--- src/mhp_pkg.sv ---
// types and constants shared by the mac header parser
// no dependencies
package mhp_pkg;

  // addressing mode codes from the frame control word
  localparam logic [1:0] ADDR_NONE     = 2'd0;
  localparam logic [1:0] ADDR_RESERVED = 2'd1;
  localparam logic [1:0] ADDR_SHORT    = 2'd2;
  localparam logic [1:0] ADDR_EXT      = 2'd3;

  localparam logic [3:0] SHORT_LEN  = 4'd2;
  localparam logic [3:0] EXT_LEN    = 4'd8;
  localparam logic [4:0] PAN_LEN    = 5'd2;
  localparam logic [4:0] DST_PAN_AT = 5'd3;
  localparam logic [4:0] DST_ADR_AT = 5'd5;
  localparam logic [4:0] SEQ_AT     = 5'd2;
  localparam logic [4:0] POS_MAX    = 5'd31;

  typedef enum logic [1:0] {
    STATUS_OK       = 2'd0,
    STATUS_SHORT    = 2'd1,
    STATUS_RESERVED = 2'd2
  } status_t;

  typedef struct packed {
    logic [7:0] byte_value;
    logic       last_byte;
  } in_word_t;

  typedef struct packed {
    status_t     status;
    logic [2:0]  frame_type;
    logic        ack_request;
    logic        pan_id_compression;
    logic [1:0]  dst_addr_mode;
    logic [1:0]  src_addr_mode;
    logic [7:0]  sequence_number;
    logic [15:0] dst_pan_id;
    logic [63:0] dst_address;
    logic [15:0] src_pan_id;
    logic [63:0] src_address;
    logic [4:0]  header_length;
  } out_word_t;

  // header layout derived from the frame control word
  typedef struct packed {
    logic [1:0] dm;
    logic [1:0] sm;
    logic       pc;
    logic [3:0] dl;
    logic [3:0] sl;
    logic [4:0] s_at;
    logic [4:0] saddr_at;
    logic [4:0] hlen;
  } layout_t;

endpackage

--- src/mhp_layout.sv ---
// header layout decode: field offsets and header length from frame control
// depends on mhp_pkg
module mhp_layout
  import mhp_pkg::*;
(
  input  logic [15:0] frame_control,
  output layout_t     layout
);

  function automatic logic [3:0] mode_len(input logic [1:0] mode);
    case (mode)
      ADDR_SHORT: mode_len = SHORT_LEN;
      ADDR_EXT:   mode_len = EXT_LEN;
      default:    mode_len = 4'd0;
    endcase
  endfunction

  always_comb begin
    layout.dm = frame_control[11:10];
    layout.sm = frame_control[15:14];
    layout.pc = frame_control[6];
    layout.dl = mode_len(layout.dm);
    layout.sl = mode_len(layout.sm);
    layout.s_at = (layout.dm != ADDR_NONE) ? DST_ADR_AT + {1'b0, layout.dl} : DST_PAN_AT;
    layout.saddr_at = (layout.sm != ADDR_NONE && !layout.pc) ? layout.s_at + PAN_LEN
                                                              : layout.s_at;
    layout.hlen = (layout.sm != ADDR_NONE) ? layout.saddr_at + {1'b0, layout.sl}
                                           : layout.s_at;
  end

endmodule

--- src/mac_header_parser.sv ---
// top level of the mac header parser: input register, frame state, result register
// depends on mhp_pkg and mhp_layout
//
// usage
//   frame_* carries one frame byte per word, last_byte set on the final byte
//   hdr_* carries one result word per frame: status, decoded frame control,
//   sequence number, pans, addresses and header length
//   a result comes when the header completes, at the third byte on a reserved
//   addressing mode, or on the last byte when the frame is too short; later
//   bytes of the frame are dropped until last_byte, which starts a new frame
// timing
//   one byte accepted per clock while frame_stall is low; a result appears once the byte
//   that completes it has passed the input register and then the result register
//   the single-byte recurrence on the frame state sets the byte rate
// reset
//   rst (synchronous) empties both registers and clears the frame state,
//   so the next byte is taken as the first byte of a frame
// backpressure
//   while a result waits under hdr_stall, a byte already in the input
//   register holds and frame_stall rises; otherwise bytes keep flowing
module mac_header_parser
  import mhp_pkg::*;
(
  input  logic      clk,
  input  logic      rst,
  input  logic      frame_valid,
  output logic      frame_stall,
  input  in_word_t  frame_data,
  output logic      hdr_valid,
  input  logic      hdr_stall,
  output out_word_t hdr_data
);

  // input register
  logic     r_valid;
  in_word_t r_word;

  // frame state
  logic [4:0]  byte_position, byte_position_next;
  logic [15:0] frame_control, frame_control_next;
  logic [7:0]  seq_store, seq_store_next;
  logic [15:0] dst_pan_store, dst_pan_store_next;
  logic [63:0] dst_addr_store, dst_addr_store_next;
  logic [15:0] src_pan_store, src_pan_store_next;
  logic [63:0] src_addr_store, src_addr_store_next;
  logic        result_given, result_given_next;

  logic      advance, proc, emit;
  status_t   status;
  layout_t   lay;
  out_word_t result;
  logic [7:0] b;
  logic [4:0] p;
  logic [4:0] off_dpan, off_daddr, off_span, off_saddr;
  logic [63:0] b64;

  // result register frees when empty or being taken
  assign advance     = !(hdr_valid && hdr_stall);
  assign frame_stall = r_valid && !advance;
  assign proc        = r_valid && advance;

  always_ff @(posedge clk) begin
    if (rst) begin
      r_valid <= 1'b0;
    end else if (!frame_stall) begin
      r_valid <= frame_valid;
    end
    if (!frame_stall && frame_valid) begin
      r_word <= frame_data;
    end
  end

  assign b   = r_word.byte_value;
  assign p   = byte_position;
  assign b64 = {56'd0, b};

  // frame control is taken with this byte before the layout is judged
  always_comb begin
    frame_control_next = frame_control;
    if (p == 5'd0) frame_control_next = {frame_control[15:8], b};
    else if (p == 5'd1) frame_control_next = {b, frame_control[7:0]};
  end

  mhp_layout u_layout (
    .frame_control (frame_control_next),
    .layout        (lay)
  );

  assign off_dpan  = p - DST_PAN_AT;
  assign off_daddr = p - DST_ADR_AT;
  assign off_span  = p - lay.s_at;
  assign off_saddr = p - lay.saddr_at;

  always_comb begin
    seq_store_next      = (p == SEQ_AT) ? b : seq_store;
    dst_pan_store_next  = dst_pan_store;
    dst_addr_store_next = dst_addr_store;
    src_pan_store_next  = src_pan_store;
    src_addr_store_next = src_addr_store;

    // little-endian byte lanes of the pan and address fields
    if (p >= DST_PAN_AT) begin
      if (lay.dm != ADDR_NONE && p < DST_ADR_AT) begin
        dst_pan_store_next = dst_pan_store | ({8'd0, b} << {off_dpan[0], 3'b000});
      end else if (lay.dm != ADDR_NONE && p >= DST_ADR_AT &&
                   p < DST_ADR_AT + {1'b0, lay.dl}) begin
        dst_addr_store_next = dst_addr_store | (b64 << {off_daddr[2:0], 3'b000});
      end else if (lay.sm != ADDR_NONE && !lay.pc && p >= lay.s_at &&
                   p < lay.saddr_at) begin
        src_pan_store_next = src_pan_store | ({8'd0, b} << {off_span[0], 3'b000});
      end else if (lay.sm != ADDR_NONE && p >= lay.saddr_at &&
                   p < lay.saddr_at + {1'b0, lay.sl}) begin
        src_addr_store_next = src_addr_store | (b64 << {off_saddr[2:0], 3'b000});
      end
    end

    // result decision
    emit   = 1'b0;
    status = STATUS_OK;
    if (p == SEQ_AT && (lay.dm == ADDR_RESERVED || lay.sm == ADDR_RESERVED)) begin
      emit   = 1'b1;
      status = STATUS_RESERVED;
    end else if (p >= SEQ_AT && ({1'b0, p} + 6'd1) == {1'b0, lay.hlen}) begin
      emit   = 1'b1;
      status = STATUS_OK;
    end else if (r_word.last_byte) begin
      emit   = 1'b1;
      status = STATUS_SHORT;
    end

    // dropping the tail of a frame after its result
    if (result_given) emit = 1'b0;

    byte_position_next = byte_position;
    result_given_next  = result_given;
    if (!result_given && !emit && p < POS_MAX) byte_position_next = p + 5'd1;
    if (!result_given && emit) result_given_next = 1'b1;

    // result word, zero apart from status on any error
    result = '0;
    result.status = status;
    if (status == STATUS_OK) begin
      result.frame_type         = frame_control_next[2:0];
      result.ack_request        = frame_control_next[5];
      result.pan_id_compression = lay.pc;
      result.dst_addr_mode      = lay.dm;
      result.src_addr_mode      = lay.sm;
      result.sequence_number    = seq_store_next;
      result.dst_pan_id         = dst_pan_store_next;
      result.dst_address        = dst_addr_store_next;
      if (lay.sm != ADDR_NONE) begin
        result.src_pan_id = lay.pc ? dst_pan_store_next : src_pan_store_next;
      end
      result.src_address        = src_addr_store_next;
      result.header_length      = lay.hlen;
    end
  end

  // frame state
  always_ff @(posedge clk) begin
    if (rst || (proc && r_word.last_byte)) begin
      byte_position  <= '0;
      frame_control  <= '0;
      seq_store      <= '0;
      dst_pan_store  <= '0;
      dst_addr_store <= '0;
      src_pan_store  <= '0;
      src_addr_store <= '0;
      result_given   <= 1'b0;
    end else if (proc && !result_given) begin
      byte_position  <= byte_position_next;
      frame_control  <= frame_control_next;
      seq_store      <= seq_store_next;
      dst_pan_store  <= dst_pan_store_next;
      dst_addr_store <= dst_addr_store_next;
      src_pan_store  <= src_pan_store_next;
      src_addr_store <= src_addr_store_next;
      result_given   <= result_given_next;
    end
  end

  // result register
  always_ff @(posedge clk) begin
    if (rst) begin
      hdr_valid <= 1'b0;
    end else if (advance) begin
      hdr_valid <= proc && emit;
    end
    if (advance && proc && emit) begin
      hdr_data <= result;
    end
  end

endmodule
--- config.mk ---
export PLATFORM = sky130hd
export DESIGN_NAME = mac_header_parser
export DESIGN_NICKNAME = d
export VERILOG_FILES = /design/src/mhp_pkg.sv /design/src/mhp_layout.sv /design/src/mac_header_parser.sv
export SDC_FILE = /design/constraint.sdc
export NUM_CORES = 1
export LEC_CHECK = 0
export BUFFER_PORTS_ARGS = -buffer_cell sky130_fd_sc_hd__buf_2
export CORE_ASPECT_RATIO = 1.75
export CORE_MARGIN = 8
export CORE_UTILIZATION = 55
export CTS_CLUSTER_SIZE = 24
export DETAILED_ROUTE_END_ITERATION = 10
export PLACE_DENSITY = 0.73
export SLEW_MARGIN = 20
export SYNTH_ARGS = -nofsm -noshare
export SYNTH_HDL_FRONTEND = slang
export SYNTH_SLANG_ARGS = --single-unit
--- constraint.sdc ---
create_clock -name clk -period 9.9 [get_ports clk]
set_clock_uncertainty 0.1 [all_clocks]
set_input_delay 1.485 -clock clk [delete_from_list [all_inputs] [get_ports clk]]
set_output_delay 1.485 -clock clk [all_outputs]
set_load 0.02 [all_outputs]
After elaboration in Yosys (flattened, before gate mapping)
Cells that the tools add are included.
{"block": "totals", "register_bits": 382, "inputBits": 13, "word_cells": 129}
{"block": "op_classes", "n_addsub": 9, "order_cmp": 10, "eq_ne": 9, "shifts": 4, "muxes": 30, "n_bitwise": 5, "reduce_logical": 37}
{"cell": "64-bit two-way mux", "count": 8}
{"cell": "16-bit two-way mux", "count": 9}
{"cell": "64-bit bitwise OR", "count": 2}
{"cell": "8-bit by 6-bit left shift with 64-bit output", "count": 2}
{"cell": "16-bit bitwise OR", "count": 2}
{"cell": "8-bit by 4-bit left shift with 16-bit output", "count": 2}
{"cell": "1-bit logical AND", "count": 22}
{"cell": "4-bit one-hot mux with 2 select lines", "count": 2}
{"cell": "5-bit < comparator", "count": 3}
{"cell": "5-bit two-way mux", "count": 3}
{"cell": "5-bit by 2-bit greater-or-equal comparator with 1-bit output, second input constant", "count": 2}
{"cell": "5-bit greater-or-equal comparator", "count": 2}
{"cell": "2-bit == test, second input constant", "count": 4}
{"cell": "8-bit two-way mux", "count": 1}
{"cell": "5-bit by 1-bit adder with 6-bit output, second input constant", "count": 1}
{"cell": "6-bit by 5-bit == test with 1-bit output", "count": 1}
{"cell": "1-bit two-way mux", "count": 6}
{"cell": "2-bit AND reduction", "count": 3}
{"cell": "3-bit by 4-bit adder with 5-bit output, first input constant", "count": 1}
{"cell": "5-bit by 1-bit adder with 5-bit output, second input constant", "count": 1}
{"cell": "5-bit by 2-bit adder with 5-bit output, second input constant", "count": 1}
{"cell": "5-bit by 4-bit adder with 5-bit output", "count": 1}
{"cell": "5-bit by 1-bit == test with 1-bit output, second input constant", "count": 1}
{"cell": "5-bit by 2-bit == test with 1-bit output, second input constant", "count": 1}
{"cell": "16 further kinds", "count": 23}

Logic depth before layout (Yosys ltp)
{"block": "depth", "word_depth": 20, "ltp_mapped": 24}

By module
From an unflattened synthesis, not the netlist that was laid out.
{"block": "unflattened", "cells_unflattened": 1613, "hier_area_um2": 16248.1}
{"mod": "mac_header_parser", "n_inst": 1, "cells_each": 1572, "area_each_um2": 15935.3, "seq_area_each_um2": 9639.2}
{"mod": "mhp_layout", "n_inst": 1, "cells_each": 41, "area_each_um2": 312.8, "seq_area_each_um2": 0.0}

Worst setup path after synthesis
No wires, ideal clock.
{"block": "synth_path", "kind": "register to register", "startpoint": "reg byte_position[0]", "endpoint": "reg hdr_data[0] (netlist bit), enable pin", "arrival_ps": 7839, "t_required_ps": 9263, "path_slack_ps": 1423, "path_stages_with_launch": 23, "path_cell_list": "dfxtp_1 clkbuf_1 inv_1 ha_1 nor2b_1 clkbuf_1 a21boi_0 or2_1 buf_2 inv_1 nand2_1 xnor2_1 ha_1 ha_1 xnor2_1 mux2i_1 mux2_2 xnor2_1 a2111oi_0 nand4_1 buf_2 a21o_1 inv_1"}
{"block": "synth_via", "elab_chain_cells": 17, "elab_cells_between_ends": 33}
{"item": "from (decl)", "line_no": "mac_header_parser.sv:39", "source": "logic [4:0] byte_position, byte_position_next;"}
{"item": "from (signal assigned)", "line_no": "mac_header_parser.sv:171", "source": "byte_position <= byte_position_next;"}
{"item": "5-bit by 1-bit == test with 1-bit output", "line_no": "mac_header_parser.sv:81", "source": "else if (p == 5'd1) frame_control_next = {b, frame_control[7:0]};"}
{"item": "16-bit two-way mux", "line_no": "mac_header_parser.sv:81"}
{"item": "16-bit two-way mux", "line_no": "mac_header_parser.sv:80", "source": "if (p == 5'd0) frame_control_next = {frame_control[15:8], b};"}
{"item": "2-bit == test", "line_no": "mhp_layout.sv:11", "source": "case (mode)"}
{"item": "4-bit one-hot mux with 2 select lines", "line_no": "mhp_layout.sv:11"}
{"item": "3-bit by 4-bit adder with 5-bit output", "line_no": "mhp_layout.sv:24", "source": "layout.s_at = (layout.dm != ADDR_NONE) ? DST_ADR_AT + {1'b0, layout.dl} : DST_PAN_AT;"}
{"item": "5-bit two-way mux", "line_no": "mhp_layout.sv:24"}
{"item": "5-bit by 2-bit adder with 5-bit output", "line_no": "mhp_layout.sv:25", "source": "layout.saddr_at = (layout.sm != ADDR_NONE && !layout.pc) ? layout.s_at + PAN_LEN"}
{"item": "5-bit two-way mux", "line_no": "mhp_layout.sv:25"}
{"item": "5-bit by 4-bit adder with 5-bit output", "line_no": "mhp_layout.sv:27", "source": "layout.hlen = (layout.sm != ADDR_NONE) ? layout.saddr_at + {1'b0, layout.sl}"}
{"item": "5-bit two-way mux", "line_no": "mhp_layout.sv:27"}
{"item": "6-bit by 5-bit == test with 1-bit output", "line_no": "mac_header_parser.sv:123", "source": "end else if (p >= SEQ_AT && ({1'b0, p} + 6'd1) == {1'b0, lay.hlen}) begin"}
{"item": "1-bit logical AND", "line_no": "mac_header_parser.sv:123"}
{"item": "1-bit two-way mux", "line_no": "mac_header_parser.sv:123"}
{"item": "1-bit two-way mux *", "line_no": "mac_header_parser.sv:120", "source": "if (p == SEQ_AT && (lay.dm == ADDR_RESERVED || lay.sm == ADDR_RESERVED)) begin"}
{"item": "1-bit two-way mux *", "line_no": "mac_header_parser.sv:132", "source": "if (result_given) emit = 1'b0;"}
{"item": "1-bit logical AND *", "line_no": "mac_header_parser.sv:189", "source": "if (advance && proc && emit) begin"}
{"item": "to (signal assigned)", "line_no": "mac_header_parser.sv:190", "source": "hdr_data <= result;"}
{"item": "to (decl)", "line_no": "mac_header_parser.sv:31", "source": "output out_word_t hdr_data"}
Every way passes the cells marked *; elsewhere a longest branch is shown, timed or not. The select of a mux whose other input is x is not followed.
A chain may end at the register's enable or synchronous reset.

Worst setup path after layout
{"block": "layout_path", "startpoint": "reg byte_position[0]", "endpoint": "reg hdr_data[43] (netlist bit), enable pin"}
The elaborated chain is that of the path after synthesis.

==> results.cfg <==
[cells_and_area]
drive_above_1_share_pct = 18.20
fillers = 2178
layout_commonest_cell = nor2_1
syn_to_final_growth_pct = 14.54
fin_nets = 1643
final_cells = 1960
antenna_cells = 0
final_cell_mix = 349 x nor2_1, 340 x a21oi_1, 198 x buf_2, 193 x edfxtp_1, 185 x dfxtp_1
multiInputGateArea_um2 = 4960
seqCellArea_um2 = 9499
finish.utilization_pct = 63.67

[synth]
synth_edf_count = 193
netlist_area_um2 = 15020
ys_ff_latch = 378
synth_ff_type = edfxtp_1
mappedNetlistNets = 1520
yosysTopAreaCellShare_pct = 38.58
synthCells = 1484
synthArstFlopShare_pct = 0
synth_seq_area_share_pct = 63.23
yosys.area.top_type = edfxtp_1
ys_top_cells_by_area = edfxtp_1 39%, dfxtp_1 25%, a21oi_1 11%
yosysUniqueCellTypes = 55
synth_area_per_cell_um2 = 10.12
yosys_warnings = 0

[global_route]
antenna_found_initial = 0
grtUsageTotal_pct = 24.82
grt_pass1_vias = 10940
grt_max_degree = 117
grt_pass1_wl_um = 63290
grt.overflow.total = 0

[routing]
post_drt_wl_per_cell_um = 21.44
wl_um = 42020
route.detailed.drc = 0
ant_nets = 0
first_iter_violations = 1097
routed_via_density = 5.840
via_count = 11450
first_pass_iters = 5

[worst_setup_path]
worst_path_max_delay_cell = dfxtp_1
cpPeakStageDelay_ns = 0.94
path_max_fanout = 116
r2r_slack_ns = 1.92
reg2regPathDepth = 19
start_kind = register
setup.worst_path.end_class = register
worstPathCellList = inv_1 > ha_1 > nor2b_1 > and3_1 > or2_1 > inv_1 > nand2_1 > xnor2_1 > ha_1 > ha_1 > xnor2_1 > mux2i_1 > mux2_2 > xnor2_1 > a2111oi_0 > nand4_1 > a21o_1 > inv_6 > buf_4
critPathKind = register to register
rr_endpoint = hdr_data[43]$_SDFFCE_PP0P_
cp_data_required_time_ns = 10.03
arrival_ns = 8.11
r2r_start = byte_position[0]$_SDFFE_PP0P_

[sta]
fin_crit_sh_pct = 80.63
setup_tns_ns = 0
tightest_slew_ns = 1.088
fmax_mhz = 125.3
drv_slew = 0
relSlewSlack_pct = 27.33
setup_viol = 0
fin_hold_ws_ns = 0.3657
worst_slack_ns = 1.918
period_needed_ns = 7.982
rsz0062_at_grt = no
finalHoldViolations = 0

[floorplanning]
initial_utilization_pct = 55.59
fp.dieW_um = 140.9
dieArea_um2 = 33070
core_area_um2 = 27030
row_count = 80
fp.dieH_um = 234.6
io_pins = 199

[placement]
dp.cells = 1902
place_congestion = 0.9152
pre_cts_slack_ns = 2.087
dpl.hpwl_um = 27780
io_buffers = 198

[min_path]
hold-path-endpoint = seq_store[6]$_SDFFE_PP0P_
hold_start = seq_store[6]$_SDFFE_PP0P_
min_path_cells = 2
hold_class = register to register

[clock_tree]
postCtsSetupBuffers = 0
clockBufferDepth = 3
cts_tree = built
htreeDepth = 1
cts_hold_repair.buffers = 0
clock_latency_ns = 0.59
path_clk_slew_ns = 0.08
post_cts_resized = 0
clock_sinks = 378
numCtsBuffers = 31
cts_root_buf = clkbuf_16

[pwr]
ir_drop_mv = 0.1150
p_per_area_nw_per_um2 = 186.4
total_leakage_power_nw = 6.396

[run]
maxCapViolCount = 0

[run_status]
outcome = finished clean
where the power goes:
group | switching (mW) | internal (mW) | total, mW
registers | 0.0170 | 1.66 | 1.68
clock network | 0.578 | 0.753 | 1.33
logic | 0.150 | 0.0445 | 0.194
total | 0.745 | 2.46 | 3.21
flip-flops by register name, summed over array words and instances, names as in the netlist:
signal          flops
b                   8
byte_position       5
dst_addr_store     64
dst_pan_store      16
frame_control       9
hdr_data          184
hdr_valid           1
r_valid             1
r_word              1
result_given        1
seq_store           8
src_addr_store     64
src_pan_store      16
routing by layer:
layer | part of all wire (%) | global-route usage [%] | vias to the layer above
met4 | 6.0 | 15.25 | 0
met5 | 0 | 0 | -
met3 | 7.0 | 3.513 | 123
met2 | 50 | 42.06 | 508
met1 | 37 | 29.14 | 5441
li1 | - | - | 5375
area by class of cell:
class                           instances  area share (%)
Clock buffer                           38           5.213
Clock inverter                         20           1.294
Inverter                               14          0.3345
Multi-Input combinational cell        964           28.82
Sequential cell                       378           55.20
Tap cell                              328           2.385
Timing Repair Buffer                  218           6.748
worst max-delay path, delay by kind of cell, from the launching register on:
| kind | cells | cell delay, ns |
|---|---|---|
| simple gates | 5 | 2.09 |
| buf+inv | 4 | 1.79 |
| flops | 1 | 0.94 |
| fa+ha+maj | 3 | 0.87 |
| compound gates | 2 | 0.73 |
| xor+xnor | 3 | 0.58 |
| mux | 2 | 0.43 |
per-stage QoR:
step / cell area (µm²) / power [mW]
finish: 17210 / 3.207
global route: 17210 / 3.288
CTS: 17190 / 3.214
detailed placement: 16070 / 1.909
global placement: 16040 / 1.906
floorplan: 15020 / 1.843
kinds of logic (layout without fill, tap and decap cells):
kind of cell,after synthesis,in the layout,synth area share (%)
flops,378,378,63.23
buf+inv,142,290,4.281
compound gates,408,408,14.98
other cells,1,1,0.02496
xor+xnor,14,14,0.8161
simple gates,511,511,14.23
mux,7,7,0.4747
fa+ha+maj,23,23,1.965
worst max path at each step:
stage / start / end / slack (ns) / cells past startpoint
4_1_cts: byte_position[0]$_SDFFE_PP0P_ / hdr_data[41]$_SDFFCE_PP0P_ / 2.05 / 19
2_1_floorplan: byte_position[0]$_SDFFE_PP0P_ / hdr_data[0]$_SDFFCE_PP0P_ / 1.42 / 22
5_1_grt: byte_position[0]$_SDFFE_PP0P_ / hdr_data[41]$_SDFFCE_PP0P_ / 1.33 / 19
6_report: byte_position[0]$_SDFFE_PP0P_ / hdr_data[43]$_SDFFCE_PP0P_ / 1.92 / 19
3_3_place_gp: byte_position[0]$_SDFFE_PP0P_ / hdr_data[45]$_SDFFCE_PP0P_ / 2.33 / 19
3_5_place_dp: byte_position[0]$_SDFFE_PP0P_ / hdr_data[38]$_SDFFCE_PP0P_ / 2.09 / 19
Yosys cell counts (all sizes together), types with 3 or more instances:
library cell  count
nor2            355
a21oi           341
edfxtp          193
dfxtp           185
clkbuf           94
nand2            58
buf              34
and2             28
nor3             26
ha               22
a221oi           17
inv              14
nand3            13
nor2b            13
a21o             10
xnor2            10
o21ai             9
mux2i             6
a211oi            5
and3              5
a31oi             4
nand2b            4
xor2              4
a2111oi           3
a21boi            3
or2               3
(Power assumes the default switching activity.)
